### config.mk
export PLATFORM = sky130hd
export DESIGN_NAME = bbum_regs
export DESIGN_NICKNAME = d
export VERILOG_FILES = /design/src/rtl/core/bbum_pkg.sv /design/src/rtl/core/bbum_regs.sv
export SDC_FILE = /design/constraint.sdc
export NUM_CORES = 1
export LEC_CHECK = 0
export ABC_AREA = 1
export BUFFER_PORTS_ARGS = -buffer_cell sky130_fd_sc_hd__buf_2
export CAP_MARGIN = 10
export CORE_ASPECT_RATIO = 0.7
export CORE_MARGIN = 1
export CORE_UTILIZATION = 37
export DETAILED_ROUTE_END_ITERATION = 16
export HOLD_SLACK_MARGIN = 0.12
export PLACE_DENSITY_LB_ADDON = 0.08
export SYNTH_ARGS = -nofsm -noshare
export SYNTH_HDL_FRONTEND = slang
export SYNTH_SLANG_ARGS = --single-unit
### constraint.sdc
create_clock -name clk -period 0.9 [get_ports clk]
set_input_delay 0.225 -clock clk [delete_from_list [all_inputs] [get_ports clk]]
set_output_delay 0.225 -clock clk [all_outputs]
set_load 0.1 [all_outputs]
### src/rtl/core/bbum_pkg.sv
// shared types, constants and register map for the box blur unsharp mask block
package bbum_pkg;

  localparam int CHAN_W = 8;
  localparam int CHANS  = 3;
  localparam int PIX_W  = CHANS * CHAN_W;
  localparam logic [CHAN_W-1:0] CHAN_MAX = 8'hFF;

  // channel 0 is red, in the lowest bits
  typedef logic [CHANS-1:0][CHAN_W-1:0] pix_t;

  // input item kinds, carried on s_tuser
  localparam logic OP_PIXEL = 1'b0;
  localparam logic OP_FLUSH = 1'b1;

  localparam int CFG_W_BITS = 11;
  localparam int CFG_H_BITS = 13;
  localparam int CFG_G_BITS = 4;

  // raster row counter, as wide as the image_height register
  localparam int ROW_W = 13;

  localparam int MAX_WIDTH_DEF = 1024;
  localparam int OFIFO_DEPTH   = 8;

  // floor(sum / 9) as (sum * 7282) >> 16, exact for sums up to 9 * 255
  localparam int SUM_W      = 12;
  localparam int RECIP_W    = 13;
  localparam int DIV9_SHIFT = 16;
  localparam logic [RECIP_W-1:0] DIV9_RECIP = 13'd7282;

  localparam int APB_AW = 4;
  localparam int APB_DW = 32;

  // register index, taken from paddr[3:2]
  localparam logic [1:0] REG_IMAGE_WIDTH  = 2'd0;
  localparam logic [1:0] REG_IMAGE_HEIGHT = 2'd1;
  localparam logic [1:0] REG_SHARPEN_GAIN = 2'd2;

  localparam logic [CFG_W_BITS-1:0] IMAGE_WIDTH_RST  = 11'd640;
  localparam logic [CFG_H_BITS-1:0] IMAGE_HEIGHT_RST = 13'd480;
  localparam logic [CFG_G_BITS-1:0] SHARPEN_GAIN_RST = 4'd2;

  typedef struct packed {
    logic [CFG_W_BITS-1:0] image_width;
    logic [CFG_H_BITS-1:0] image_height;
    logic [CFG_G_BITS-1:0] sharpen_gain;
  } cfg_t;

  typedef struct packed {
    logic emit;
    logic interior;
    logic last;
  } tag_t;

  typedef struct packed {
    logic frame_last;
    pix_t pix;
  } res_t;

endpackage

### src/rtl/core/bbum_regs.sv
// apb configuration registers: width, height, gain
module bbum_regs (
  input  logic                       clk,
  input  logic                       rst,
  input  logic                       psel,
  input  logic                       penable,
  input  logic                       pwrite,
  input  logic [bbum_pkg::APB_AW-1:0] paddr,
  input  logic [bbum_pkg::APB_DW-1:0] pwdata,
  output logic [bbum_pkg::APB_DW-1:0] prdata,
  output logic                       pready,
  output bbum_pkg::cfg_t             cfg
);

  logic       wr;
  logic [1:0] idx;

  assign pready = 1'b1;
  assign wr     = psel & penable & pwrite;
  assign idx    = paddr[3:2];

  always_ff @(posedge clk) begin
    if (rst) begin
      cfg.image_width  <= bbum_pkg::IMAGE_WIDTH_RST;
      cfg.image_height <= bbum_pkg::IMAGE_HEIGHT_RST;
      cfg.sharpen_gain <= bbum_pkg::SHARPEN_GAIN_RST;
    end else if (wr) begin
      if (idx == bbum_pkg::REG_IMAGE_WIDTH) begin
        cfg.image_width <= pwdata[bbum_pkg::CFG_W_BITS-1:0];
      end
      if (idx == bbum_pkg::REG_IMAGE_HEIGHT) begin
        cfg.image_height <= pwdata[bbum_pkg::CFG_H_BITS-1:0];
      end
      if (idx == bbum_pkg::REG_SHARPEN_GAIN) begin
        cfg.sharpen_gain <= pwdata[bbum_pkg::CFG_G_BITS-1:0];
      end
    end
  end

  always_comb begin
    unique case (idx)
      bbum_pkg::REG_IMAGE_WIDTH:  prdata = bbum_pkg::APB_DW'(cfg.image_width);
      bbum_pkg::REG_IMAGE_HEIGHT: prdata = bbum_pkg::APB_DW'(cfg.image_height);
      bbum_pkg::REG_SHARPEN_GAIN: prdata = bbum_pkg::APB_DW'(cfg.sharpen_gain);
      default:                    prdata = '0;
    endcase
  end

endmodule

==> impl_metrics.json <==
{
  "cp.required_ps": 670,
  "yosys.cell_types.count": 13,
  "startpoint_type": "primary input",
  "final_cell_mix": "buf_12, nor2_1, nand2_1",
  "syn_inst": 222,
  "syn-cell-area_sq_um": 1460,
  "fp.coreArea_sq_um": 3650,
  "cp.arrival_ps": 1080,
  "grt_pass1_wl_um": 8310,
  "route.detailed.drc": 0,
  "grt_usage": 0.262,
  "port_buffers": 60,
  "seq_area_frac_synth": 0.384,
  "drv_slew": 0,
  "multi_input_area_sq_um": 976,
  "synth_warnings": 0,
  "ys_seq_elements": 28,
  "crit_path_end_kind": "primary output",
  "max_freq_ghz": 0.769,
  "fillers": 124,
  "hpwl_um": 3560,
  "antenna_found_initial": 0,
  "antennaDiodeCount": 0,
  "synth_area_leader_cell": "dfxtp_1",
  "hold_buffers": 0,
  "antenna_left": 0,
  "cts_buffers": 3,
  "total_leakage_power_nw": 1.65,
  "synth_top_area_frac": 0.384,
  "die_area_sq_um": 4210,
  "area_growth_pct": 133,
  "gp_congestion": 0.779,
  "drtIter0Drc": 120,
  "holdWs_ps": 192,
  "hold_viol": 0,
  "setup_viol": 53,
  "rsz0062_at_grt": "yes",
  "cp_max_fo": 7,
  "clk_path_buf_depth": 2,
  "min_path_type": "primary input to flip-flop",
  "layout_setup_ws_ps": -401,
  "wl_per_cell_um": 18.5,
  "cts_sinks": 28,
  "skew_ps": 0,
  "initial_utilization": 0.401,
  "grt_pass1_vias": 1730,
  "top_regs": "cfg (28)",
  "synth.area.top_cells": "dfxtp_1, nand2_1, nor2_1, buf_4, nand3_1",
  "run_status": "finished, violations left",
  "drive_above_1_share": 0.587,
  "worst-setup-path-type": "primary input to primary output",
  "vdd_drop_max_v": 0.00146,
  "clk_pin_slew_ps": 100,
  "regMostFlops": "cfg",
  "root_buffer": "clkbuf_8",
  "grt_start_max_net_pins": 22,
  "post-route-period-util": 1.45,
  "largest_register_ffs": 28,
  "die_x_um": 77.1,
  "avgSynthCellArea_sq_um": 6.58,
  "cts.htree.levels": 1,
  "tns_ps": -11960,
  "violations": "negative setup slack",
  "maxCapViolations": 0,
  "pwr_density_cell_nw_per_um2": 1110,
  "vias_per_cell": 5.15,
  "cts_tree": "done",
  "vias": 1966,
  "gr-total-overflow": 0,
  "boundaryPins": 102,
  "clk_latency_ps": 280,
  "finalWorstPathRequiredPeriod_ps": 1300,
  "seq_area_sq_um": 666,
  "wl_um": 7090,
  "fin_nets": 374,
  "first_pass_iters": 5,
  "final_common_cell": "buf_12",
  "rows": 18,
  "die_y_um": 54.6
}
-- cell usage after synthesis (all sizes together) --
| master | n |
|---|---|
| nand3 | 33 |
| conb | 2 |
| dfxtp | 28 |
| nand2 | 52 |
| a22o | 7 |
| inv | 18 |
| nor2 | 51 |
| buf | 30 |
| o21ai | 1 |
-- metal layers --
metal	GRT usage	part of all wire
met4	0.101	0.043
met2	0.516	0.52
met5	0	0
met3	0.0483	0.076
met1	0.290	0.36
-- through the flow --
step	utilization	power [mW]	setup WS, ps	std cells	instance area [sq um]
after global routing	0.935	3.89	-417	382	3410
final	0.935	3.79	-401	382	3410
after detailed placement	0.817	2.65	-610	359	2980
after global placement	0.817	2.64	-487	359	2980
after floorplan	-	2.29	-400	240	1870
after CTS	0.893	3.68	-394	372	3260
-- worst paths after layout --
check | start | endpoint | slack, ps | cells past startpoint
worst min register to register | cfg[7]$_SDFFE_PP0P_ | cfg[7]$_SDFFE_PP0P_ | 540 | 2
worst min-delay path | pwdata[7] | cfg[11]$_SDFFE_PP1P_ | 190 | 3
worst max-delay path | paddr[3] | prdata[3] | -400 | 7
worst max register to register | cfg[25]$_SDFFE_PP0P_ | cfg[25]$_SDFFE_PP0P_ | -40 | 4
-- critical path: stages --
cell	delay, ps
buf_8	110
buf_6	120
nor2_4	150
buf_12	170
nand2_4	60
nand3_4	70
buf_12	170
-- cell families (layout without fill, tap and decap cells) --
group,Yosys count,count (layout),synth area share
buffers and inverters,48,140,0.187
AO/OA/AOI/OAI,8,8,0.0454
AND/OR/NAND/NOR,136,136,0.379
flip-flops,28,28,0.384
other,2,20,0.00514
-- power by group --
group          switching, mW  total [mW]  internal [mW]  leakage, nW
Clock                  0.410        1.01          0.596       0.0357
Combinational           1.07        1.55          0.475         1.37
Sequential            0.0364        1.24           1.20        0.243
Total                   1.52        3.79           2.27         1.65
-- what timing repair did --
item | in CTS | in global routing
endpoints found under the setup margin | 65 | 51
cloned | 0 | 1
resized for setup | 36 | 20
buffers inserted | 10 | 13
pin swaps | 10 | 8
-- final cells by class --
class | count | area share
sequential | 28 | 0.195
tap | 50 | 0.0183
multi-input combinational | 164 | 0.286
clock inverter | 1 | 0.00880
timing repair buffer | 118 | 0.459
clock buffer | 3 | 0.0121
inverter | 18 | 0.0209
No activity file was read; power rests on OpenSTA's default activity.
