### config.mk
export PLATFORM = sky130hd
export DESIGN_NAME = bbum_raster
export DESIGN_NICKNAME = d
export VERILOG_FILES = /design/src/rtl/core/bbum_pkg.sv /design/src/rtl/core/bbum_raster.sv
export SDC_FILE = /design/constraint.sdc
export NUM_CORES = 1
export LEC_CHECK = 0
export ABC_AREA = 1
export ABC_CLOCK_PERIOD_IN_PS = 4150
export BUFFER_PORTS_ARGS = -buffer_cell sky130_fd_sc_hd__buf_2
export CAP_MARGIN = 30
export CORE_MARGIN = 4
export CORE_UTILIZATION = 40
export DETAILED_ROUTE_END_ITERATION = 6
export SETUP_SLACK_MARGIN = 0.4
export SYNTH_ARGS = -nofsm -noshare
export SYNTH_HDL_FRONTEND = slang
export SYNTH_SLANG_ARGS = --single-unit
### constraint.sdc
create_clock -name clk -period 4.15 [get_ports clk]
set_input_delay 0.2075 -clock clk [delete_from_list [all_inputs] [get_ports clk]]
set_output_delay 0.2075 -clock clk [all_outputs]
set_load 0.02 [all_outputs]
### src/rtl/core/bbum_pkg.sv
// shared types, constants and register map for the box blur unsharp mask block
package bbum_pkg;

  localparam int CHAN_W = 8;
  localparam int CHANS  = 3;
  localparam int PIX_W  = CHANS * CHAN_W;
  localparam logic [CHAN_W-1:0] CHAN_MAX = 8'hFF;

  // channel 0 is red, in the lowest bits
  typedef logic [CHANS-1:0][CHAN_W-1:0] pix_t;

  // input item kinds, carried on s_tuser
  localparam logic OP_PIXEL = 1'b0;
  localparam logic OP_FLUSH = 1'b1;

  localparam int CFG_W_BITS = 11;
  localparam int CFG_H_BITS = 13;
  localparam int CFG_G_BITS = 4;

  // raster row counter, as wide as the image_height register
  localparam int ROW_W = 13;

  localparam int MAX_WIDTH_DEF = 1024;
  localparam int OFIFO_DEPTH   = 8;

  // floor(sum / 9) as (sum * 7282) >> 16, exact for sums up to 9 * 255
  localparam int SUM_W      = 12;
  localparam int RECIP_W    = 13;
  localparam int DIV9_SHIFT = 16;
  localparam logic [RECIP_W-1:0] DIV9_RECIP = 13'd7282;

  localparam int APB_AW = 4;
  localparam int APB_DW = 32;

  // register index, taken from paddr[3:2]
  localparam logic [1:0] REG_IMAGE_WIDTH  = 2'd0;
  localparam logic [1:0] REG_IMAGE_HEIGHT = 2'd1;
  localparam logic [1:0] REG_SHARPEN_GAIN = 2'd2;

  localparam logic [CFG_W_BITS-1:0] IMAGE_WIDTH_RST  = 11'd640;
  localparam logic [CFG_H_BITS-1:0] IMAGE_HEIGHT_RST = 13'd480;
  localparam logic [CFG_G_BITS-1:0] SHARPEN_GAIN_RST = 4'd2;

  typedef struct packed {
    logic [CFG_W_BITS-1:0] image_width;
    logic [CFG_H_BITS-1:0] image_height;
    logic [CFG_G_BITS-1:0] sharpen_gain;
  } cfg_t;

  typedef struct packed {
    logic emit;
    logic interior;
    logic last;
  } tag_t;

  typedef struct packed {
    logic frame_last;
    pix_t pix;
  } res_t;

endpackage

### src/rtl/core/bbum_raster.sv
// raster position counters, drain handling and per-item output tags
module bbum_raster #(
  parameter int MAX_WIDTH = bbum_pkg::MAX_WIDTH_DEF
) (
  input  logic                         clk,
  input  logic                         rst,
  input  bbum_pkg::cfg_t               cfg,
  input  logic                         accept,
  input  logic                         opcode,
  input  bbum_pkg::pix_t               pix,
  output logic                         rd_en,
  output logic [$clog2(MAX_WIDTH)-1:0] rd_addr,
  output logic                         s1_valid,
  output logic [$clog2(MAX_WIDTH)-1:0] s1_addr,
  output bbum_pkg::pix_t               s1_pix,
  output bbum_pkg::tag_t               s1_tag
);

  localparam int CW = $clog2(MAX_WIDTH);
  localparam int WW = CW + 1;
  localparam int EW = (WW > bbum_pkg::CFG_W_BITS) ? WW : bbum_pkg::CFG_W_BITS;
  localparam int RW = bbum_pkg::ROW_W;

  logic [CW-1:0] col;
  logic [RW-1:0] row;

  logic [EW-1:0] w_ext;
  logic [WW-1:0] w_eff;
  logic [WW-1:0] w_m1;
  logic [RW-1:0] h_eff;
  logic          draining;
  logic          take;
  logic          emit;
  logic          interior;
  logic          last;
  logic [CW-1:0] ocol;
  logic [RW-1:0] orow;
  logic [WW-1:0] col_inc;
  logic [CW-1:0] col_next;
  logic [RW-1:0] row_next;

  always_comb begin
    w_ext = EW'(cfg.image_width);
    if (w_ext == '0) begin
      w_eff = WW'(1);
    end else if (w_ext > EW'(MAX_WIDTH)) begin
      w_eff = WW'(MAX_WIDTH);
    end else begin
      w_eff = w_ext[WW-1:0];
    end
    w_m1  = w_eff - WW'(1);
    h_eff = (cfg.image_height == '0) ? RW'(1) : RW'(cfg.image_height);

    draining = row >= h_eff;
    // an early flush tick does nothing
    take = accept && !((opcode == bbum_pkg::OP_FLUSH) && !draining);

    emit = (row >= RW'(2)) || (row == RW'(1) && col != '0);
    if (col == '0) begin
      ocol = w_m1[CW-1:0];
      orow = (row >= RW'(2)) ? row - RW'(2) : '0;
    end else begin
      ocol = col - CW'(1);
      orow = (row >= RW'(1)) ? row - RW'(1) : '0;
    end

    interior = (ocol != '0) && (WW'(ocol) + WW'(2) <= w_eff) &&
               (orow != '0) && (orow + RW'(2) <= h_eff);
    last     = (orow + RW'(1) >= h_eff) && (WW'(ocol) + WW'(1) >= w_eff);

    col_inc = WW'(col) + WW'(1);
    if (emit && last) begin
      col_next = '0;
      row_next = '0;
    end else if (col_inc >= w_eff) begin
      col_next = '0;
      row_next = row + RW'(1);
    end else begin
      col_next = col_inc[CW-1:0];
      row_next = row;
    end
  end

  assign rd_en   = take;
  assign rd_addr = col;

  always_ff @(posedge clk) begin
    if (rst) begin
      col      <= '0;
      row      <= '0;
      s1_valid <= 1'b0;
    end else begin
      s1_valid <= take;
      if (take) begin
        col <= col_next;
        row <= row_next;
      end
    end
  end

  always_ff @(posedge clk) begin
    if (take) begin
      s1_addr       <= col;
      // a pixel that arrives while draining is dropped
      s1_pix        <= draining ? '0 : pix;
      s1_tag.emit     <= emit;
      s1_tag.interior <= interior;
      s1_tag.last     <= last;
    end
  end

endmodule

==> run summary <==
overall power after layout -> 2.503 mW
final wirelength -> 18990 um
CTS root buf -> sky130_fd_sc_hd__clkbuf_16
vias after detailed routing -> 6366
DRC errors left -> 0
transition time at the pin with the least slew margin -> 0.7532 ns
Design Area, Final -> 0.008946 mm2
Max Cap Viol -> 0
clock transition at the register clock pins on the worst setup and hold paths after CTS -> 0.06 ns
headroom to the max-slew limit -> 49.67%
Worst Path Required -> 4.42 ns
post-synth design cell area -> 0.006688 mm2
initial standard-cell utilization of the core -> 40.62%
Tot GR Track Use -> 20.61%
routed vias/inst -> 4.923
count of input and output buffers -> 100
end point of the critical path -> row[6]
number of flip-flops and latches in the synthesized netlist -> 61
area of the die -> 0.01885 mm2
half-perimeter wire length after detailed placement -> 15000 um
leakage power summed over all cells -> 4.535 nW
global-route wire length before repair -> 30790 um
share of cells above drive strength 1 -> 35.32%
number of buffers added to fix hold violations after cts -> 0
final hold violation count -> 0
Crit Path Class -> flip-flop to flip-flop
Detailed Routing Iterations Pass 1 -> 5
initial DRC count -> 342
width of the chip -> 137.3 um
CP endpoint kind -> flip-flop
Data arrival, critical path -> 4.23 ns
Net Count, Synth -> 1026
share of cell area taken by muxes after synthesis -> 0%
number of global-route vias before repair -> 6163
critical path fanouts, max -> 7
setup repair after global routing missed its margin -> yes
number of warnings issued by yosys -> 0
placed insts -> 1250
post-route clock period utilization -> 95.63%
final worst setup slack -> 0.1812 ns
deepest clock path buffer count -> 2
leading cell types in the layout, fill and taps excluded -> sky130_fd_sc_hd__nand2_1, sky130_fd_sc_hd__inv_1, sky130_fd_sc_hd__buf_2
main combinational cell family by area after synthesis -> simple AND/OR/NAND/NOR gates
reg2reg start -> row[0]
share of the synthesized area in compound gates (AO/OA/AOI/OAI) -> 10.98%
final standard cell count with taps included and fillers excluded -> 1293
Core Area -> 0.01647 mm2
TritonCTS clock tree -> built
y dimension of the die -> 137.3 um
path category of the worst min-delay check -> input port to flip-flop
power density over cell area -> 279.7 mW/mm2
maximum resistive drop on vdd -> 0.0002184 V
setup skew after layout -> 0.008381 ns
pin count of the biggest net entering global routing -> 26
minimum clock period -> 3.969 ns
net total in the final layout -> 1211
result of the run -> complete, no violations
per-instance average area after synthesis -> 7.574 um2
launching instance or port of the critical path -> row[0]
Post-Synth Adder-Cell Area -> 16.28%
clock latency at the later pin of the worst-skew pair -> 0.33 ns
number of antenna violations at the first check in global routing -> 1
leftover overflow at the end of global routing -> 0
worst hold stages -> 3
Syn Inst Count -> 883
number of rows created at floorplan -> 47
Synth Flop Type -> sky130_fd_sc_hd__edfxtp_1
setup slack on the worst flop-to-flop path -> 0.18 ns
Highest Clock Rate -> 252.0 MHz
I/O pin count -> 105
fraction of the yosys area taken by sequential cells -> 23.80%
final setup violating endpoints -> 0
number of CTS-inserted buffers -> 9
number of pins with negative max-slew slack in the final report -> 0
placement-stage worst setup slack -> -0.03564 ns
H-tree level count -> 3
Critical Path Start Type -> flip-flop
leading cell type in the layout, fill and taps excluded -> sky130_fd_sc_hd__nand2_1
average routed wire per standard cell -> 14.68 um
Layout area overhead -> 33.77%
worst reg2reg endpoint -> row[6]
async set-reset flop share out of synthesis -> 0%
area fraction in and, or, nand and nor cells after synthesis -> 28.31%
number of enable-type register cells in the synthesized netlist -> 37
placed inst area -> 0.007958 mm2
Worst Reg-to-Reg Cells -> 25
Detail Route Antenna Nets -> 0
clock sink count -> 61
number of distinct standard cells referenced by the synthesized netlist -> 54
xor and xnor fraction of the mapped netlist area -> 10.14%
weighted congestion at the end of routability-driven global placement -> 0.9211
ant diodes -> 0
## registers in the layout (all words and copies together), names as in the netlist
name,count
s1_pix,24
row,13
rd_addr,10
s1_addr,10
s1_tag,3
s1_valid,1
## critical path: stages, from the launching register on
cell and delay [ns]:
sky130_fd_sc_hd__dfxtp_4 0.35, sky130_fd_sc_hd__inv_4 0.06, sky130_fd_sc_hd__ha_4 0.14, sky130_fd_sc_hd__inv_2 0.04, sky130_fd_sc_hd__o41ai_4 0.38, sky130_fd_sc_hd__nand2_4 0.19
sky130_fd_sc_hd__o21ai_4 0.21, sky130_fd_sc_hd__ha_4 0.17, sky130_fd_sc_hd__nand2_4 0.06, sky130_fd_sc_hd__nor3_4 0.23, sky130_fd_sc_hd__inv_2 0.08, sky130_fd_sc_hd__nor2_4 0.10
sky130_fd_sc_hd__xor2_1 0.15, sky130_fd_sc_hd__inv_1 0.06, sky130_fd_sc_hd__ha_1 0.28, sky130_fd_sc_hd__nand2_2 0.08, sky130_fd_sc_hd__nor2_4 0.09, sky130_fd_sc_hd__a21oi_1 0.07
sky130_fd_sc_hd__o21a_1 0.17, sky130_fd_sc_hd__o211ai_1 0.19, sky130_fd_sc_hd__buf_4 0.18, sky130_fd_sc_hd__nand3_4 0.10, sky130_fd_sc_hd__nand2_8 0.12, sky130_fd_sc_hd__buf_6 0.14
sky130_fd_sc_hd__nand4_1 0.09, sky130_fd_sc_hd__a21oi_2 0.16
## synthesized netlist by cell type, drive strengths merged (2+ instances only)
cell	count	area (um2)
clkbuf	10	47.54
o21bai	2	26.28
xor2	67	616.8
nand4	32	206.5
dfxtp	24	480.5
o22ai	2	18.77
inv	149	559.3
a211oi	2	15.01
nand2	160	660.6
o21ai	33	206.4
edfxtp	37	1111
nand3	58	357.9
ha	87	1089
a21o	3	22.52
o41ai	3	45.05
o21a	2	15.01
o211ai	3	22.52
nor4	4	25.02
nor2	99	480.5
a21oi	58	305.3
nor3	22	148.9
xnor2	7	61.31
buf	11	95.09
## routing by layer
layer / GRT usage, % / vias to the layer above / part of all wire [%]
met3: 2.885 / 18 / 3.8
met4: 3.603 / 2 / 0.85
met5: 0 / - / 0.068
met1: 27.38 / 2933 / 46
li1: - / 3293 / -
met2: 36.02 / 120 / 49
## layout make-up
class / count / area (um2)
flip-flops and latches: 61 / 1617
repair buffers: 195 / 1256
well taps: 220 / 275.3
fillers: 1578 / 7520
multi-input cells: 652 / 4915
inverters: 149 / 579.3
clock inverters: 5 / 40.04
clock buffers: 11 / 264.0
## per-stage QoR
step	TNS, ns	utilization, %	hold slack, ns
final	0	54.33	0.1665
after CTS	0	51.92	0.1645
after floorplan	0	-	0.3523
after detailed placement	-0.3449	48.33	0.4862
after global routing	-0.05095	54.33	0.1789
after global placement	-0.01784	48.33	0.4906
## cell families after synthesis
family	after synthesis
and+or+nand+nor	377
DFF	61
xor gates and xnor gates	74
adders and majority gates	87
buffers and inverters	170
AOI/OAI and AO/OA	114
## timing repair
item | in CTS | in global routing
pin swaps | 26 | 31
setup endpoints to repair | 24 | 25
resized for setup | 45 | 75
setup buffers | 14 | 12
gates cloned | 1 | 0
## worst min-delay path by stage
stage	end	from
global route	s1_pix[20]	pix[20]
detailed placement	s1_addr[1]	rd_addr[1]
floorplan	rd_addr[3]	rst
finish	s1_pix[10]	pix[10]
global placement	s1_addr[1]	rd_addr[1]
CTS	s1_pix[10]	pix[10]
## power breakdown
part	total (mW)	switching, mW	internal (mW)
Sequential	0.680	0.00917	0.671
Combinational	1.07	0.634	0.436
Clock	0.751	0.291	0.461
Power figures use the tool's default switching activity.
