**src/rtl/core/bbum_pkg.sv**
```systemverilog
// shared types, constants and register map for the box blur unsharp mask block
package bbum_pkg;

  localparam int CHAN_W = 8;
  localparam int CHANS  = 3;
  localparam int PIX_W  = CHANS * CHAN_W;
  localparam logic [CHAN_W-1:0] CHAN_MAX = 8'hFF;

  // channel 0 is red, in the lowest bits
  typedef logic [CHANS-1:0][CHAN_W-1:0] pix_t;

  // input item kinds, carried on s_tuser
  localparam logic OP_PIXEL = 1'b0;
  localparam logic OP_FLUSH = 1'b1;

  localparam int CFG_W_BITS = 11;
  localparam int CFG_H_BITS = 13;
  localparam int CFG_G_BITS = 4;

  // raster row counter, as wide as the image_height register
  localparam int ROW_W = 13;

  localparam int MAX_WIDTH_DEF = 1024;
  localparam int OFIFO_DEPTH   = 8;

  // floor(sum / 9) as (sum * 7282) >> 16, exact for sums up to 9 * 255
  localparam int SUM_W      = 12;
  localparam int RECIP_W    = 13;
  localparam int DIV9_SHIFT = 16;
  localparam logic [RECIP_W-1:0] DIV9_RECIP = 13'd7282;

  localparam int APB_AW = 4;
  localparam int APB_DW = 32;

  // register index, taken from paddr[3:2]
  localparam logic [1:0] REG_IMAGE_WIDTH  = 2'd0;
  localparam logic [1:0] REG_IMAGE_HEIGHT = 2'd1;
  localparam logic [1:0] REG_SHARPEN_GAIN = 2'd2;

  localparam logic [CFG_W_BITS-1:0] IMAGE_WIDTH_RST  = 11'd640;
  localparam logic [CFG_H_BITS-1:0] IMAGE_HEIGHT_RST = 13'd480;
  localparam logic [CFG_G_BITS-1:0] SHARPEN_GAIN_RST = 4'd2;

  typedef struct packed {
    logic [CFG_W_BITS-1:0] image_width;
    logic [CFG_H_BITS-1:0] image_height;
    logic [CFG_G_BITS-1:0] sharpen_gain;
  } cfg_t;

  typedef struct packed {
    logic emit;
    logic interior;
    logic last;
  } tag_t;

  typedef struct packed {
    logic frame_last;
    pix_t pix;
  } res_t;

endpackage

```
**src/rtl/core/bbum_ofifo.sv**
```systemverilog
// result queue that decouples the filter pipeline from the output stall
module bbum_ofifo #(
  parameter int DEPTH = bbum_pkg::OFIFO_DEPTH
) (
  input  logic                       clk,
  input  logic                       rst,
  input  logic                       wr_en,
  input  bbum_pkg::res_t             wr_data,
  input  logic                       rd_ready,
  output logic                       rd_valid,
  output bbum_pkg::res_t             rd_data,
  output logic [$clog2(DEPTH+1)-1:0] count
);

  localparam int PW = $clog2(DEPTH);
  localparam int NW = $clog2(DEPTH + 1);

  bbum_pkg::res_t mem [DEPTH];
  logic [PW-1:0]  wr_ptr;
  logic [PW-1:0]  rd_ptr;
  logic           rd_en;

  assign rd_valid = count != '0;
  assign rd_en    = rd_valid && rd_ready;
  assign rd_data  = mem[rd_ptr];

  always_ff @(posedge clk) begin
    if (rst) begin
      wr_ptr <= '0;
      rd_ptr <= '0;
      count  <= '0;
    end else begin
      if (wr_en) begin
        wr_ptr <= (wr_ptr == PW'(DEPTH - 1)) ? '0 : wr_ptr + PW'(1);
      end
      if (rd_en) begin
        rd_ptr <= (rd_ptr == PW'(DEPTH - 1)) ? '0 : rd_ptr + PW'(1);
      end
      count <= count + NW'(wr_en) - NW'(rd_en);
    end
  end

  always_ff @(posedge clk) begin
    if (wr_en) begin
      mem[wr_ptr] <= wr_data;
    end
  end

endmodule

```
**config.mk**
```make
export PLATFORM = sky130hd
export DESIGN_NAME = bbum_ofifo
export DESIGN_NICKNAME = d
export VERILOG_FILES = /design/src/rtl/core/bbum_pkg.sv /design/src/rtl/core/bbum_ofifo.sv
export SDC_FILE = /design/constraint.sdc
export NUM_CORES = 1
export LEC_CHECK = 0
export CAP_MARGIN = 25
export CORE_MARGIN = 10
export CORE_UTILIZATION = 30
export CTS_CLUSTER_SIZE = 14
export DETAILED_ROUTE_END_ITERATION = 8
export DONT_BUFFER_PORTS = 1
export PLACE_DENSITY = 0.53
export SYNTH_ARGS = -nofsm -noshare
export SYNTH_HDL_FRONTEND = slang
export SYNTH_SLANG_ARGS = --single-unit
```
**constraint.sdc**
```tcl
create_clock -name clk -period 4 [get_ports clk]
set_input_delay 0.6 -clock clk [delete_from_list [all_inputs] [get_ports clk]]
set_output_delay 0.6 -clock clk [all_outputs]
set_load 0.005 [all_outputs]
```
==> results.ini, run 1 <==
[die]
core-area_sq_um = 27600
fp.dieW_microns = 187
dieArea_sq_um = 34900
row_count = 61
die_y_microns = 187
io_pins = 59
initial_core_util = 0.303

[critical_path]
worstPathCellList = buf_4, mux4_1, mux2_2
max_stage_delay_ns = 0.77
endpoint_kind = output pin
worstPathRequired_ns = 3.40
r2r_cells = 10
cp.arrival_ns = 2.67
crit_slowest_cell = dfxtp_2
worst-path-max-fanout = 23
critPathLaunchType = flip-flop
crit_type = reg -> out

[sta]
clock_skew_ns = 0.00617
period_minus_slack_ns = 3.27
setup_viol = 0
max_slew.worst_pin.slew_ns = 0.882
fmax_ghz = 0.306
fin_crit_sh = 0.818
hold_viol_final = 0
slew_headroom = 0.412
drv_slew = 0
fin_tns_setup_ns = 0
fin_hold_ws_ns = 0.160
rsz0062_at_grt = no
worst_slack_ns = 0.727

[routing]
detail_route.iter0.violations = 181
ant_nets = 0
wirelength_microns = 16600
viasPerCell = 4.63
first_pass_iters = 4
num_vias = 3602
drc = 0
routedWlPerCell_microns = 21.4

[pwr]
p_per_area_nw_per_um2 = 520
power_mw = 5.01
p_leak_nw = 3.03
vdd_drop_max_uv = 325

[cells_and_area]
utilization = 0.349
drive_above_1_share = 0.198
layout.nets = 423
fin_area_sq_um = 9640
area_growth_pct = 15.3
fin_cells = 778
num_antenna_cells = 0

[logic_synthesis]
yosys_warnings = 0
synth_area_per_cell_sq_um = 22.9
synthesis.nets = 403
synth-seq-cells = 213
yosysSeqAreaShare = 0.749
synthesis.area_sq_um = 8360
synthCells = 365
synth_cell_type_count = 25

[place]
post-place-ws_ns = 1.21
portBuffers = 0
dpl.cell_count = 738
dp_hpwl_microns = 9950
dpl-instance-area_sq_um = 8960
place_congestion = 0.626

[grt]
met1_usage = 0.115
first_global_vias = 3771
busiest_layer = met2
antenna_found_initial = 0
grt_overflow = 0
met3_usage = 0.0380
grt_pass1_wl_microns = 25000
grt_start_max_net_pins = 29
met2_usage = 0.155
grt.total_usage = 0.0948

[cts]
clockRootBuffer = clkbuf_16
cts-resized-gates = 0
cts_max_path_buffers = 3
htree_levels = 1
cts_hold_buf = 0
cts_setup_buffers = 0
clk_pin_slew_ns = 0.06
cts_sinks = 213
clk_latency_ns = 0.50
numCtsBuffers = 23
cts_tree = done

[flow_run]
cap_violations = 0

[outcome]
status = completed

[worst_hold_path]
hp-class = in -> reg
whs_path_depth = 1

[critical path: cells and delay by family (launching register included)]
family	cells	cell delay, ns
buf+inv	1	0.44
flops	1	0.77
mux	2	0.94
[worst paths after layout]
kind | start | endpoint | slack [ns]
hold / removal | rst | flip-flop | 0.16
hold reg to reg | rd_ptr[2]$_SDFFE_PP0P_ | flip-flop | 0.52
setup reg to reg | count[2]$_SDFF_PP0_ | count[2]$_SDFF_PP0_ | 1.56
setup / recovery | flip-flop | rd_data[2] | 0.73
[per-layer routing]
metal / vias to the layer above / part of all wire
met5: - / 0
met4: 0 / 0.013
met3: 18 / 0.083
met2: 75 / 0.48
met1: 1900 / 0.43
li1: 1609 / -
[final cells by class]
type | instances | area, sq um
Tap cell | 378 | 473
Sequential cell | 213 | 6270
Clock buffer | 28 | 594
Inverter | 6 | 22.5
Clock inverter | 12 | 88.8
Fill cell | 2600 | 18000
Timing Repair Buffer | 11 | 173
Multi-Input combinational cell | 130 | 2020
[state kept, by name, summed over array words and instances (netlist names), named ones only]
signal / count
count: 4
rd_ptr: 3
wr_ptr: 3
mem: 200
[report_power, final]
group	total (mW)	switching, mW	internal, mW
clock network	1.92	0.797	1.12
logic	0.495	0.229	0.266
registers	2.60	0.0907	2.51
[Yosys cell counts, drive strengths merged]
cell type | n | area share
nand2b | 5 | 0.0037
clkbuf | 2 | 0.00090
o21ai | 4 | 0.0024
or4 | 1 | 0.00090
mux2 | 25 | 0.034
dfxtp | 13 | 0.031
mux4 | 50 | 0.16
a31o | 1 | 0.0010
mux2i | 2 | 0.0024
xnor2 | 1 | 0.0010
nand2 | 2 | 0.00090
ha | 8 | 0.012
nand3 | 3 | 0.0018
buf | 14 | 0.012
nor2 | 11 | 0.0049
nand4b | 1 | 0.0010
edfxtp | 200 | 0.72
nand3b | 1 | 0.00090
nor3 | 2 | 0.0012
a21oi | 9 | 0.0054
fa | 1 | 0.0024
nor2b | 2 | 0.0015
inv | 6 | 0.0027
nor3b | 1 | 0.00090
[logic make-up after synthesis]
| group | after synthesis | share of synthesized area |
|---|---|---|
| buf+inv | 22 | 0.0153 |
| simple gates | 29 | 0.0178 |
| xor+xnor | 1 | 0.00105 |
| fa+ha+maj | 9 | 0.0144 |
| mux | 77 | 0.193 |
| flops | 213 | 0.749 |
| compound gates | 14 | 0.00883 |
[placed cells by master (no fill, tap or decap), types with 3 or more instances in the layout]
master	Yosys	final
nand3_1	3	3
mux2_2	25	25
nor2_4	0	6
nand2b_1	5	5
mux4_1	50	50
clkbuf_1	2	5
clkinv_1	0	4
inv_1	6	6
ha_1	8	8
dfxtp_1	13	10
nor2_1	11	5
edfxtp_1	200	200
clkbuf_16	0	23
clkinv_2	0	4
dfxtp_2	0	3
buf_12	0	4
a21oi_1	9	9
o21ai_0	4	4
buf_4	0	5
Power figures use the tool's default switching activity.
==> run 2: changes to the inputs <==
ABC_AREA = 1   (was default)
PLACE_DENSITY = 0.54   (was 0.53)
clock period = 3 ns   (was 4 ns; I/O delays follow)
==> results.ini, run 2 <==
[logic_synthesis]
yosys.cell_count.top_type = nand2_1
synth_commonest_cells = nand2_1, inv_1, edfxtp_1
yosys.area_share.adder = 0.0128  ; -0.00155
synth-simple-area-share = 0.204  ; +0.186
yosysSeqAreaShare = 0.668  ; -0.0810
synthesis.nets = 996  ; +150%
synth-xor-area-share = 0.000934  ; -0.000113
synthFlopType = edfxtp_1
synth_cell_type_count = 17  ; -32%
synthCells = 958  ; +160%
yosys_warnings = 0  ; unchanged
synthesis.area_sq_um = 9370  ; +12%
synth-edff-count = 200  ; unchanged
synth-compound-area-share = 0.00427  ; -0.00456
synth.area.top_cells = edfxtp_1, nand2_1, inv_1, nand3_1, dfxtp_1
synth_top_area_share = 0.641  ; -0.0777
synth-seq-cells = 213  ; unchanged
synth.area.mux_share = 0  ; -0.193
synth_area_per_cell_sq_um = 9.78  ; -57%
synth_top_cell_by_area = edfxtp_1
synth_top_family_by_area = simple AND/OR/NAND/NOR gates
async_flop_share = 0  ; unchanged

[critical_path]
max_stage_delay_ns = 0.35  ; -0.42 ns
r2r_start = count[2]$_SDFF_PP0_
r2r_cells = 9  ; -1
worstPathRequired_ns = 2.55  ; -0.85 ns
crit_slowest_cell = dfxtp_4
critPathLaunchType = flip-flop
crit_path_frequent_cell = nand2_1
endpoint_kind = output pin
worstPathCellList = inv_2, buf_12, nand2_1, nand3_1, nand2_1, nand2_1, nand2_1
worst-path-max-fanout = 62  ; +170%
crit_type = reg -> out
r2r_setup_slack_ns = 1.03  ; -0.53 ns
cp.arrival_ns = 1.93  ; -0.74 ns
timing.rr.end = count[1]$_SDFF_PP0_

[cts]
clockRootBuffer = clkbuf_16
cts_max_path_buffers = 3  ; unchanged
cts_tree = done
htree_levels = 1  ; unchanged
numCtsBuffers = 24  ; +4.3%
clk_pin_slew_ns = 0.06  ; about the same
clk_latency_ns = 0.50  ; about the same
cts_sinks = 213  ; unchanged

[cells_and_area]
num-fill-cells = 3090  ; +19%
final_common_cell = nand2_1
regMostFlops = mem
drive_above_1_share = 0.0613  ; -0.136
reg_top3 = mem: 200 flops, count: 4 flops
largest_register_ffs = 200  ; unchanged
fin_area_sq_um = 10600  ; +10%
layout.nets = 1001  ; +140%
layout_common_cells = nand2_1, inv_1, edfxtp_1
area_growth_pct = 13.5
num_antenna_cells = 0  ; unchanged

[routing]
wirelength_microns = 20800  ; +25%
first_pass_iters = 4  ; unchanged
routedWlPerCell_microns = 15.2  ; -29%
viasPerCell = 4.24  ; -8.4%
num_vias = 5830  ; +62%
detail_route.iter0.violations = 376  ; +110%
ant_nets = 0  ; unchanged
drc = 0  ; unchanged

[sta]
period_minus_slack_ns = 2.38
fmax_ghz = 0.420
rsz0062_at_grt = no
slew_headroom = 0.517  ; +0.105
worst_slack_ns = 0.622  ; -0.105 ns
fin_tns_setup_ns = 0  ; unchanged
clock_skew_ns = 0.0109  ; +0.00470 ns
hold_viol_final = 0  ; unchanged
fin_crit_sh = 0.793
setup_viol = 0  ; unchanged
max_slew.worst_pin.slew_ns = 0.725  ; -0.157 ns
drv_slew = 0  ; unchanged

[worst_hold_path]
hp-class = in -> reg
hp-start = wr_data[23]
whs_path_depth = 0  ; -1
hold_end = mem[5][23]$_DFFE_PP_

[place]
place_congestion = 0.704  ; +12%
portBuffers = 0  ; unchanged
post-place-ws_ns = 1.00  ; -0.214 ns
dpl-instance-area_sq_um = 9870  ; +10%
dp_hpwl_microns = 11400  ; +14%

[pwr]
p_comb_frac = 0.220  ; +0.121
pwr-share-seq = 0.430  ; -0.089
clock_power_share = 0.350  ; -0.032
swShare = 0.299  ; +0.0762
p_leak_nw = 4.75  ; +57%
vdd_drop_max_uv = 385  ; +18%
power_mw = 7.97  ; +59%
p_int_mw = 5.59  ; +43%
p_per_area_nw_per_um2 = 750  ; +44%
switching_power_mw = 2.38  ; +110%

[flow_run]
cap_violations = 0  ; unchanged

[grt]
grt_overflow = 0  ; unchanged
grt_start_max_net_pins = 101  ; +250%
first_global_vias = 5740  ; +52%
grt_pass1_wl_microns = 33000  ; +32%
grt.total_usage = 0.108  ; +0.0134
antenna_found_initial = 0  ; unchanged

[die]
io_pins = 59  ; unchanged
fp.dieW_microns = 197  ; +5.3%
initial_core_util = 0.305  ; +0.00225
dieArea_sq_um = 38700  ; +11%
core-area_sq_um = 30700  ; +11%
row_count = 64  ; +4.9%
die_y_microns = 197  ; +5.3%

[outcome]
status = completed

==> run 2: cell count changes after synthesis, moves of 11 or more <==
| cell | previous run | this run |
|---|---|---|
| nand2_1 | 2 | 343 |
| inv_1 | 6 | 216 |
| nand3_1 | 3 | 104 |
| mux4_1 | 50 | 0 |
| mux2_2 | 25 | 0 |
| buf_2 | 0 | 24 |
| buf_4 | 0 | 11 |
| nor2_1 | 11 | 22 |
==> run 2: worst max-delay path by stage <==
stage	end	cells after the start
after floorplan	mem[1][0]$_DFFE_PP_	2
after global placement	count[1]$_SDFF_PP0_	9
after detailed placement	count[1]$_SDFF_PP0_	9
after CTS	rd_data[14]	7
after global routing	rd_data[20]	7
final	rd_data[1]	7
==> run 2: timing repair <==
action                                 CTS  global route
endpoints found under the hold margin    4             0
gates resized for setup                  0             0
hold buffers                             1             0
setup buffers                            0             0
==> run 2: cells by family after synthesis <==
logic type               Yosys count
flip-flops                       213
XOR/XNOR                           1
AND/OR/NAND/NOR                  472
AO/OA/AOI/OAI                      8
adder cells (fa/ha/maj)            9
buffers and inverters            255
==> run 2: through the flow <==
step            util  hold slack [ns]  cells
6_report       0.346           0.0406   1374
5_1_grt        0.346           0.0120   1374
4_1_cts        0.346           0.0135   1374
3_5_place_dp   0.321            0.490   1332
3_3_place_gp   0.321            0.483   1332
2_1_floorplan      -            0.463    958
==> run 2: area by class of cell <==
class	count	area, sq um	share of cell area
inverters	218	818	0.0769
clock inverters	7	91.3	0.00859
multi-input cells	490	2140	0.201
repair buffers	16	160	0.0151
clock buffers	34	659	0.0620
well taps	396	495	0.0466
flip-flops and latches	213	6270	0.590
==> run 2: layer usage <==
metal  track usage  wire length (microns)
met2         0.181                   9870
met3        0.0274                   1190
met4        0.0285                    332
met5             0                      0
met1         0.136                   9420
==> run 2: power by group through the flow <==
stage	Sequential, mW	Combinational (mW)	Clock (mW)
finish	3.43	1.76	2.79
global route	3.44	2.05	3.00
CTS	3.43	1.82	2.87
detailed placement	3.49	1.81	0
global placement	3.49	1.79	0
floorplan	3.47	1.30	0
==> run 2: critical path: cells and delay by family, from the launching register on <==
family                 cells  cell delay, ns
flip-flops                 1            0.35
buffers and inverters      2            0.63
AND/OR/NAND/NOR            5            0.42
