## src/rtl/core/bbum_pkg.sv

```systemverilog
// shared types, constants and register map for the box blur unsharp mask block
package bbum_pkg;

  localparam int CHAN_W = 8;
  localparam int CHANS  = 3;
  localparam int PIX_W  = CHANS * CHAN_W;
  localparam logic [CHAN_W-1:0] CHAN_MAX = 8'hFF;

  // channel 0 is red, in the lowest bits
  typedef logic [CHANS-1:0][CHAN_W-1:0] pix_t;

  // input item kinds, carried on s_tuser
  localparam logic OP_PIXEL = 1'b0;
  localparam logic OP_FLUSH = 1'b1;

  localparam int CFG_W_BITS = 11;
  localparam int CFG_H_BITS = 13;
  localparam int CFG_G_BITS = 4;

  // raster row counter, as wide as the image_height register
  localparam int ROW_W = 13;

  localparam int MAX_WIDTH_DEF = 1024;
  localparam int OFIFO_DEPTH   = 8;

  // floor(sum / 9) as (sum * 7282) >> 16, exact for sums up to 9 * 255
  localparam int SUM_W      = 12;
  localparam int RECIP_W    = 13;
  localparam int DIV9_SHIFT = 16;
  localparam logic [RECIP_W-1:0] DIV9_RECIP = 13'd7282;

  localparam int APB_AW = 4;
  localparam int APB_DW = 32;

  // register index, taken from paddr[3:2]
  localparam logic [1:0] REG_IMAGE_WIDTH  = 2'd0;
  localparam logic [1:0] REG_IMAGE_HEIGHT = 2'd1;
  localparam logic [1:0] REG_SHARPEN_GAIN = 2'd2;

  localparam logic [CFG_W_BITS-1:0] IMAGE_WIDTH_RST  = 11'd640;
  localparam logic [CFG_H_BITS-1:0] IMAGE_HEIGHT_RST = 13'd480;
  localparam logic [CFG_G_BITS-1:0] SHARPEN_GAIN_RST = 4'd2;

  typedef struct packed {
    logic [CFG_W_BITS-1:0] image_width;
    logic [CFG_H_BITS-1:0] image_height;
    logic [CFG_G_BITS-1:0] sharpen_gain;
  } cfg_t;

  typedef struct packed {
    logic emit;
    logic interior;
    logic last;
  } tag_t;

  typedef struct packed {
    logic frame_last;
    pix_t pix;
  } res_t;

endpackage

```

## src/rtl/core/bbum_filter.sv

```systemverilog
// 3x3 window, box sum and divide by nine, one stage each; sharpen combinational
module bbum_filter (
  input  logic                                clk,
  input  logic                                rst,
  input  logic [bbum_pkg::CFG_G_BITS-1:0]     gain,
  input  logic                                s1_valid,
  input  bbum_pkg::tag_t                      s1_tag,
  input  bbum_pkg::pix_t                      s1_pix,
  input  bbum_pkg::pix_t                      row_top,
  input  bbum_pkg::pix_t                      row_mid,
  output logic                                res_valid,
  output bbum_pkg::res_t                      res,
  output logic [1:0]                          pend
);

  localparam int CH  = bbum_pkg::CHANS;
  localparam int CHW = bbum_pkg::CHAN_W;
  localparam int SW  = bbum_pkg::SUM_W;
  localparam int PW  = bbum_pkg::SUM_W + bbum_pkg::RECIP_W;
  localparam int MW  = bbum_pkg::CHAN_W + bbum_pkg::CFG_G_BITS;

  bbum_pkg::pix_t [2:0][2:0] win;

  logic            w_valid;
  bbum_pkg::tag_t  w_tag;
  logic [CH-1:0][SW-1:0] sum;

  logic            s2_valid;
  logic [CH-1:0][SW-1:0] s2_sum;
  bbum_pkg::pix_t  s2_ctr;
  logic            s2_interior;
  logic            s2_last;
  logic [CH-1:0][PW-1:0] prod;

  logic            s3_valid;
  logic [CH-1:0][CHW-1:0] s3_blur;
  bbum_pkg::pix_t  s3_ctr;
  logic            s3_last;

  logic [CH-1:0][CHW-1:0] detail;
  logic [CH-1:0][MW-1:0]  boost;
  logic [CH-1:0][MW:0]    sharp;

  always_ff @(posedge clk) begin
    if (rst) begin
      win      <= '0;
      w_valid  <= 1'b0;
      s2_valid <= 1'b0;
      s3_valid <= 1'b0;
    end else begin
      if (s1_valid) begin
        for (int i = 0; i < 3; i++) begin
          win[i][0] <= win[i][1];
          win[i][1] <= win[i][2];
        end
        win[0][2] <= row_top;
        win[1][2] <= row_mid;
        win[2][2] <= s1_pix;
      end
      w_valid  <= s1_valid && s1_tag.emit;
      s2_valid <= w_valid;
      s3_valid <= s2_valid;
    end
  end

  always_comb begin
    for (int k = 0; k < CH; k++) begin
      sum[k] = '0;
      for (int i = 0; i < 3; i++) begin
        for (int j = 0; j < 3; j++) begin
          sum[k] = sum[k] + SW'(win[i][j][k]);
        end
      end
    end
  end

  always_comb begin
    for (int k = 0; k < CH; k++) begin
      prod[k] = PW'(s2_sum[k]) * PW'(bbum_pkg::DIV9_RECIP);
    end
  end

  always_comb begin
    for (int k = 0; k < CH; k++) begin
      detail[k] = (s3_ctr[k] > s3_blur[k]) ? s3_ctr[k] - s3_blur[k] : '0;
      boost[k]  = MW'(detail[k]) * MW'(gain);
      sharp[k]  = (MW + 1)'(boost[k]) + (MW + 1)'(s3_ctr[k]);
      res.pix[k] = (sharp[k] > (MW + 1)'(bbum_pkg::CHAN_MAX)) ?
                   bbum_pkg::CHAN_MAX : sharp[k][CHW-1:0];
    end
    res.frame_last = s3_last;
  end

  always_ff @(posedge clk) begin
    w_tag       <= s1_tag;
    s2_sum      <= sum;
    s2_ctr      <= win[1][1];
    s2_interior <= w_tag.interior;
    s2_last     <= w_tag.last;
    for (int k = 0; k < CH; k++) begin
      // border pixels use a blur of zero
      s3_blur[k] <= s2_interior ? prod[k][bbum_pkg::DIV9_SHIFT +: CHW] : '0;
    end
    s3_ctr  <= s2_ctr;
    s3_last <= s2_last;
  end

  assign res_valid = s3_valid;
  assign pend      = 2'(w_valid) + 2'(s2_valid) + 2'(s3_valid);

endmodule

```

## config.mk

```make
export PLATFORM = sky130hd
export DESIGN_NAME = bbum_filter
export DESIGN_NICKNAME = d
export VERILOG_FILES = /design/src/rtl/core/bbum_pkg.sv /design/src/rtl/core/bbum_filter.sv
export SDC_FILE = /design/constraint.sdc
export NUM_CORES = 1
export LEC_CHECK = 0
export ABC_CLOCK_PERIOD_IN_PS = 7810
export BUFFER_PORTS_ARGS = -buffer_cell sky130_fd_sc_hd__buf_2
export CAP_MARGIN = 40
export CORE_MARGIN = 3
export CORE_UTILIZATION = 25
export CTS_CLUSTER_DIAMETER = 200
export DETAILED_ROUTE_END_ITERATION = 16
export PLACE_DENSITY = 0.45
export SYNTH_ARGS = -nofsm -noshare
export SYNTH_HDL_FRONTEND = slang
export SYNTH_SLANG_ARGS = --single-unit
```

## constraint.sdc

```tcl
create_clock -name clk -period 7.81 [get_ports clk]
set_input_delay 0 -clock clk [delete_from_list [all_inputs] [get_ports clk]]
set_output_delay 0 -clock clk [all_outputs]
set_load 0.02 [all_outputs]
```

==> metrics.txt, run 1 <==
initial core utilization 25.4%; Sink Count 332; synth top area cells dfxtp_1, fa_1, ha_1; Synth Warn # 0; GRT met1 Usage 16.6%; first-pass GRT wire length 98000 um; register area 6650 um^2; DRT antenna net count 0; Fillers 10800; Seq/Total Area, Yosys 25.5%; Clock Skews 0.0229 ns; # H-tree levels 2; grt met3 use 1.47%; Rows 117; Hold Violations, Final 0; worst r2r src s2_sum[8]; Critical Path RT 7.81 ns; Via density 4.16; Die W 329 um; multi-input logic area 17700 um^2; final setup fails 0; Worst Setup End Kind output port; First-pass DRT Iterations 4; Final nets 3490; FFs w/ async S/R, synth 0%; mean routed wirelength per cell 14.2 um; Iter 0 DRT Violations 482; met2 Track Usage GR 17.4%; setup TNS 0 ns; Remaining DRCs 0; DP Wirelength 48300 um; Post-synth EDFFs 0; Routed WL 59200 um; synthesized area per cell 10.1 um^2; GRT Max-Usage Layer met2; Worst Tran Pin Value 1.00 ns; #FFs+latches synth 332; CP Data Arrival Time 7.08 ns; CTS tree yes; maximum clock insertion buffer count 3; Primary FF master, synth dfxtp_1; post-synthesis instance area 26100 um^2; r2r setup slk 2.82 ns; overall routing resource usage 11.2%; startpoint types register; status completed; top-count cell post-synth inv_1; Mapped Cells 2576; synth cell count leaders inv_1, dfxtp_1, ha_1; largest area contributor in the netlist dfxtp_1; worst path cell trace inv_1 > ha_1 > inv_1 > fa_1 > a21o_1 > a21oi_1 > nor2b_1 > o31a_1 > o31a_1 > and3_1 > fa_1 > fa_1 > inv_1 > fa_1 > inv_1 > ha_1 > a211o_1 > o22a_2 > or3_4 > a2111oi_4 > nand2_1 > buf_2; Netlist cell types 70; Clock Latency Late Sink 0.56 ns; Worst Setup SP s3_ctr[0]; RSZ-0062 raised after global routing false; GRT overflow 0; Worst-path clk slew 0.06 ns; reg2reg end s3_blur[5]; end point of the critical path res[5]; worst reg2reg path depth 14; syn_nets 3298; Post-CTS Setup Inserts 0; I/O pin count 110; Core Footprint 103000 um^2; FMAX 0.141 GHz; post-synth top area share 25.5%; CTS buffer count 40; root buf cell clkbuf_16; Port Buf Inserts 109; Rel. slew slack 33.0%; crit path max fanout 28; Slew Viols, Final 0; Die H 329 um; global placement routability congestion 0.789; vias in the first global route 18200; max incr delay on CP 0.71 ns; Period minus WS final 7.08 ns; initial antenna violation count 7; P&R area growth vs syn 16.7%; period utilisation layout 90.7%; crit path max-delay cell type a2111oi_4; ratio of cells with drive above 1 in the final layout 7.01%; vias 17300; Hold Path Class in -> reg; Crit Path Class reg -> out; largest net degree at the start of global routing 124; DIE AREA 108000 um^2; number of max-cap violations 0
==> cell usage in the layout (no fill, tap or decap), types with 8 or more instances in the layout <==
master and n:
mux2i_1 227, a31oi_1 8, a211oi_1 14, nand2b_1 16, nand2_1 85, and2_1 8, o21ai_0 41, o211ai_1 13
fa_1 313, nor3_1 14, a21o_1 21, dfxtp_1 332, nor2b_1 13, and3_1 38, clkbuf_16 40, o21a_1 11
inv_1 399, nand4_1 25, buf_2 107, nand3_1 31, clkbuf_1 9, dlygate4sd3_1 99, xnor2_1 55, a21boi_0 8
ha_1 327, nor3b_1 14, xor2_1 13, a21oi_1 70, nor2_1 314
==> flip-flops by register name, indices dropped and copies added (netlist names) <==
signal,flops
s3_ctr,24
s2_interior,1
res_valid,1
win,216
s2_sum,36
w_valid,1
s2_valid,1
s2_last,1
s3_blur,24
s2_ctr,24
w_tag,2
s3_last,1
==> metal layers <==
layer | up-vias | routed length, um
met3 | 55 | 1680
met5 | - | 0
li1 | 8859 | -
met1 | 8243 | 31300
met4 | 0 | 876
met2 | 161 | 25400
==> worst min-delay path by stage <==
stage,start,to,slack (ns),cells after the start
floorplan,s1_tag[0],w_tag[0],0.03,0
global route,s1_tag[0],w_tag[0],0.05,2
finish,s1_valid,win[193],0.07,3
global placement,s1_tag[0],w_tag[0],0.10,1
detailed placement,s1_tag[0],w_tag[0],0.10,1
CTS,s1_tag[0],w_tag[0],0.02,2
==> cell families (layout without fill, tap and decap cells) <==
group,count (synthesis),in the layout,synth area share (%)
other,0,2,0
DFF,332,332,25.5
adders and majority gates,640,640,39.7
xor gates and xnor gates,68,68,2.28
buffers and inverters,463,683,6.70
and+or+nand+nor,587,587,10.3
muxes,229,229,8.80
AOI/OAI and AO/OA,257,257,6.77
==> final cells by class <==
class | instances | area share (%)
inverter | 400 | 4.93
tap | 1368 | 5.62
clock buffer | 54 | 3.62
clock inverter | 16 | 0.518
sequential | 332 | 21.8
timing repair buffer | 213 | 5.34
multi-input combinational | 1781 | 58.1
antenna | 2 | 0.0164
==> stage by stage <==
step / hold slack (ns) / cell area [um^2] / std cells / setup slack, ns / utilization [%]
2_1_floorplan: 0.0277 / 26100 / 2576 / 2.00 / -
3_3_place_gp: 0.103 / 28200 / 3994 / 1.22 / 27.4
3_5_place_dp: 0.104 / 28200 / 3995 / 1.13 / 27.5
4_1_cts: 0.0241 / 30400 / 4164 / 0.514 / 29.7
5_1_grt: 0.0526 / 30400 / 4165 / 0.189 / 29.7
6_report: 0.0704 / 30400 / 4166 / 0.726 / 29.7
==> critical path: cells and delay by family (launching register included) <==
family / cells / cell delay, ns
AO/OA/AOI/OAI: 7 / 2.47
flip-flops: 1 / 0.31
AND/OR/NAND/NOR: 4 / 0.92
adder cells (fa/ha/maj): 6 / 2.46
buffers and inverters: 5 / 0.39
==> what timing repair did <==
action / in CTS / in global routing
hold buffers: 99 / 0
resized for setup: 0 / 0
endpoints found under the hold margin: 112 / 0
Power of run 1 is not shown: default switching activity piles up to over one toggle a cycle in this logic, so the estimate is an artifact.
==> run 2, diff against run 1 <==
- CORE_ASPECT_RATIO: unset -> 1.4
- CORE_MARGIN: 3 -> unset
- HOLD_SLACK_MARGIN: unset -> 0.1
==> run 2 against run 1 <==
Effect of this change:
- the run now ends with DRC left
- utilization down 0.092 points
- highest routed layer unchanged
- routed wire length decreased by 2.2%
- fmax is 1.9% higher
- largest cell class unchanged
- cell count shrank 0.65%
- sequential share of layout area barely moved
==> metrics.txt, run 2 (synthesized netlist as in run 1, its figures left out) <==
cell family with most CP delay adder cells; initial antenna violation count 5; biggest regs win x216, s2_sum x36; worst reg2reg path depth 14; Period minus WS final 6.95 ns; Core Footprint 103000 um^2; Die W 275 um; Iter 0 DRT Violations 509; P&R area growth vs syn 16.7%; Worst Hold Path Cells 3; # H-tree levels 2; CP Data Arrival Time 6.95 ns; Crit Path Class reg -> out; initial core utilization 25.3%; crit path max-delay cell type a2111oi_4; period utilisation layout 89.0%; Rel. slew slack 31.4%; Slew Viols, Final 0; most flop-heavy register win; CTS tree yes; overall routing resource usage 11.1%; Post-CTS Setup Inserts 0; Clock Latency Late Sink 0.57 ns; FMAX 0.144 GHz; I/O pin count 110; ratio of cells with drive above 1 in the final layout 6.97%; commonest non-fill, non-tap cells in the layout inv_1, dfxtp_1, ha_1; mean routed wirelength per cell 14.0 um; Worst Tran Pin Value 1.03 ns; Via density 4.21; reg2reg end s3_blur[4]; Worst Setup End Kind output port; Clock Skews 0.0324 ns; Worst-path clk slew 0.06 ns; status finished with violations; worst r2r src s2_sum[3]; Sink Count 332; WHS Endpoint win[109]; setup TNS 0 ns; CTS buffer count 38; crit path max fanout 28; DIE AREA 106000 um^2; Hold Crit Start s1_valid; DRT antenna net count 0; first-pass GRT wire length 94700 um; final setup fails 0; worst path cell trace inv_1 > ha_1 > inv_1 > fa_1 > a21o_1 > a21oi_1 > nor2b_1 > o31a_1 > o31a_1 > and3_1 > fa_1 > fa_1 > inv_1 > fa_1 > inv_1 > ha_1 > a211o_1 > o22a_2 > or3_4 > a2111oi_4 > nand2_1 > buf_2; maximum clock insertion buffer count 3; startpoint types register; largest net degree at the start of global routing 126; PostCTS Resize Cnt 0; Remaining DRCs 10; Final nets 3495; max FFs per register 216; RSZ-0062 raised after global routing false; number of max-cap violations 0; Hold Path Class in -> reg; r2r setup slk 2.90 ns; Routed WL 57900 um; Rows 139; GRT overflow 0; commonest non-fill, non-tap cell in the layout inv_1; global placement routability congestion 0.799; Critical Path RT 7.81 ns; Port Buf Inserts 109; vias 17400; Die H 384 um; Hold Violations, Final 0; hold buffer count at cts 105; First-pass DRT Iterations 11; WP buf/inv 5; vias in the first global route 18200; DP Wirelength 47000 um; max incr delay on CP 0.62 ns; root buf cell clkbuf_16; failing checks DRC
==> run 2: cell types whose count changed in the layout (fill, tap and decap cells not counted), sizes merged <==
cell / before / now
bufinv: 2 / 3
diode: 2 / 1
buf: 113 / 114
clkinvlp: 5 / 1
dlygate4sd3: 99 / 105
inv: 400 / 403
clkbuf: 55 / 51
==> run 2: how the worst max path moves through the flow <==
stage | startpoint | to | slack, ns | depth (start not counted)
floorplan | s3_ctr[0] | res[0] | 2.00 | 22
global placement | s3_ctr[0] | res[5] | 1.38 | 22
detailed placement | s3_ctr[0] | res[7] | 1.34 | 22
CTS | s3_ctr[0] | res[7] | 0.71 | 22
global route | s3_ctr[0] | res[5] | 0.37 | 22
finish | s3_ctr[0] | res[7] | 0.86 | 22
==> run 2: metal layers <==
layer | GRT usage [%] | part of all wire [%] | up-vias
met2 | 18.4 | 46 | 200
li1 | - | - | 8866
met4 | 3.02 | 2.3 | 0
met3 | 1.18 | 2.6 | 67
met1 | 15.3 | 50 | 8281
met5 | 0 | 0 | -
==> run 2: layout make-up <==
cell class	instances	area (um^2)
inverters	400	1500
multi-input cells	1781	17700
clock buffers	50	1050
repair buffers	220	1670
well taps	1339	1680
diodes	1	2.50
flip-flops and latches	332	6650
fillers	10900	72500
clock inverters	16	213
==> run 2: through the flow <==
step / setup slack (ns) / std cells / cell area, um^2 / util (%) / hold slack (ns)
global route: 0.372 / 4138 / 30400 / 29.6 / 0.126
floorplan: 2.00 / 2576 / 26100 / - / 0.0277
detailed placement: 1.34 / 3967 / 28100 / 27.3 / 0.105
finish: 0.859 / 4139 / 30500 / 29.6 / 0.0751
CTS: 0.707 / 4138 / 30400 / 29.6 / 0.102
global placement: 1.38 / 3966 / 28100 / 27.3 / 0.106
==> run 2: worst min-delay path, stage by stage <==
cell,delay [ns]
buf_8,0.25
mux2i_1,0.21
nor2_1,0.08
Power of run 2 is left out for the same reason.
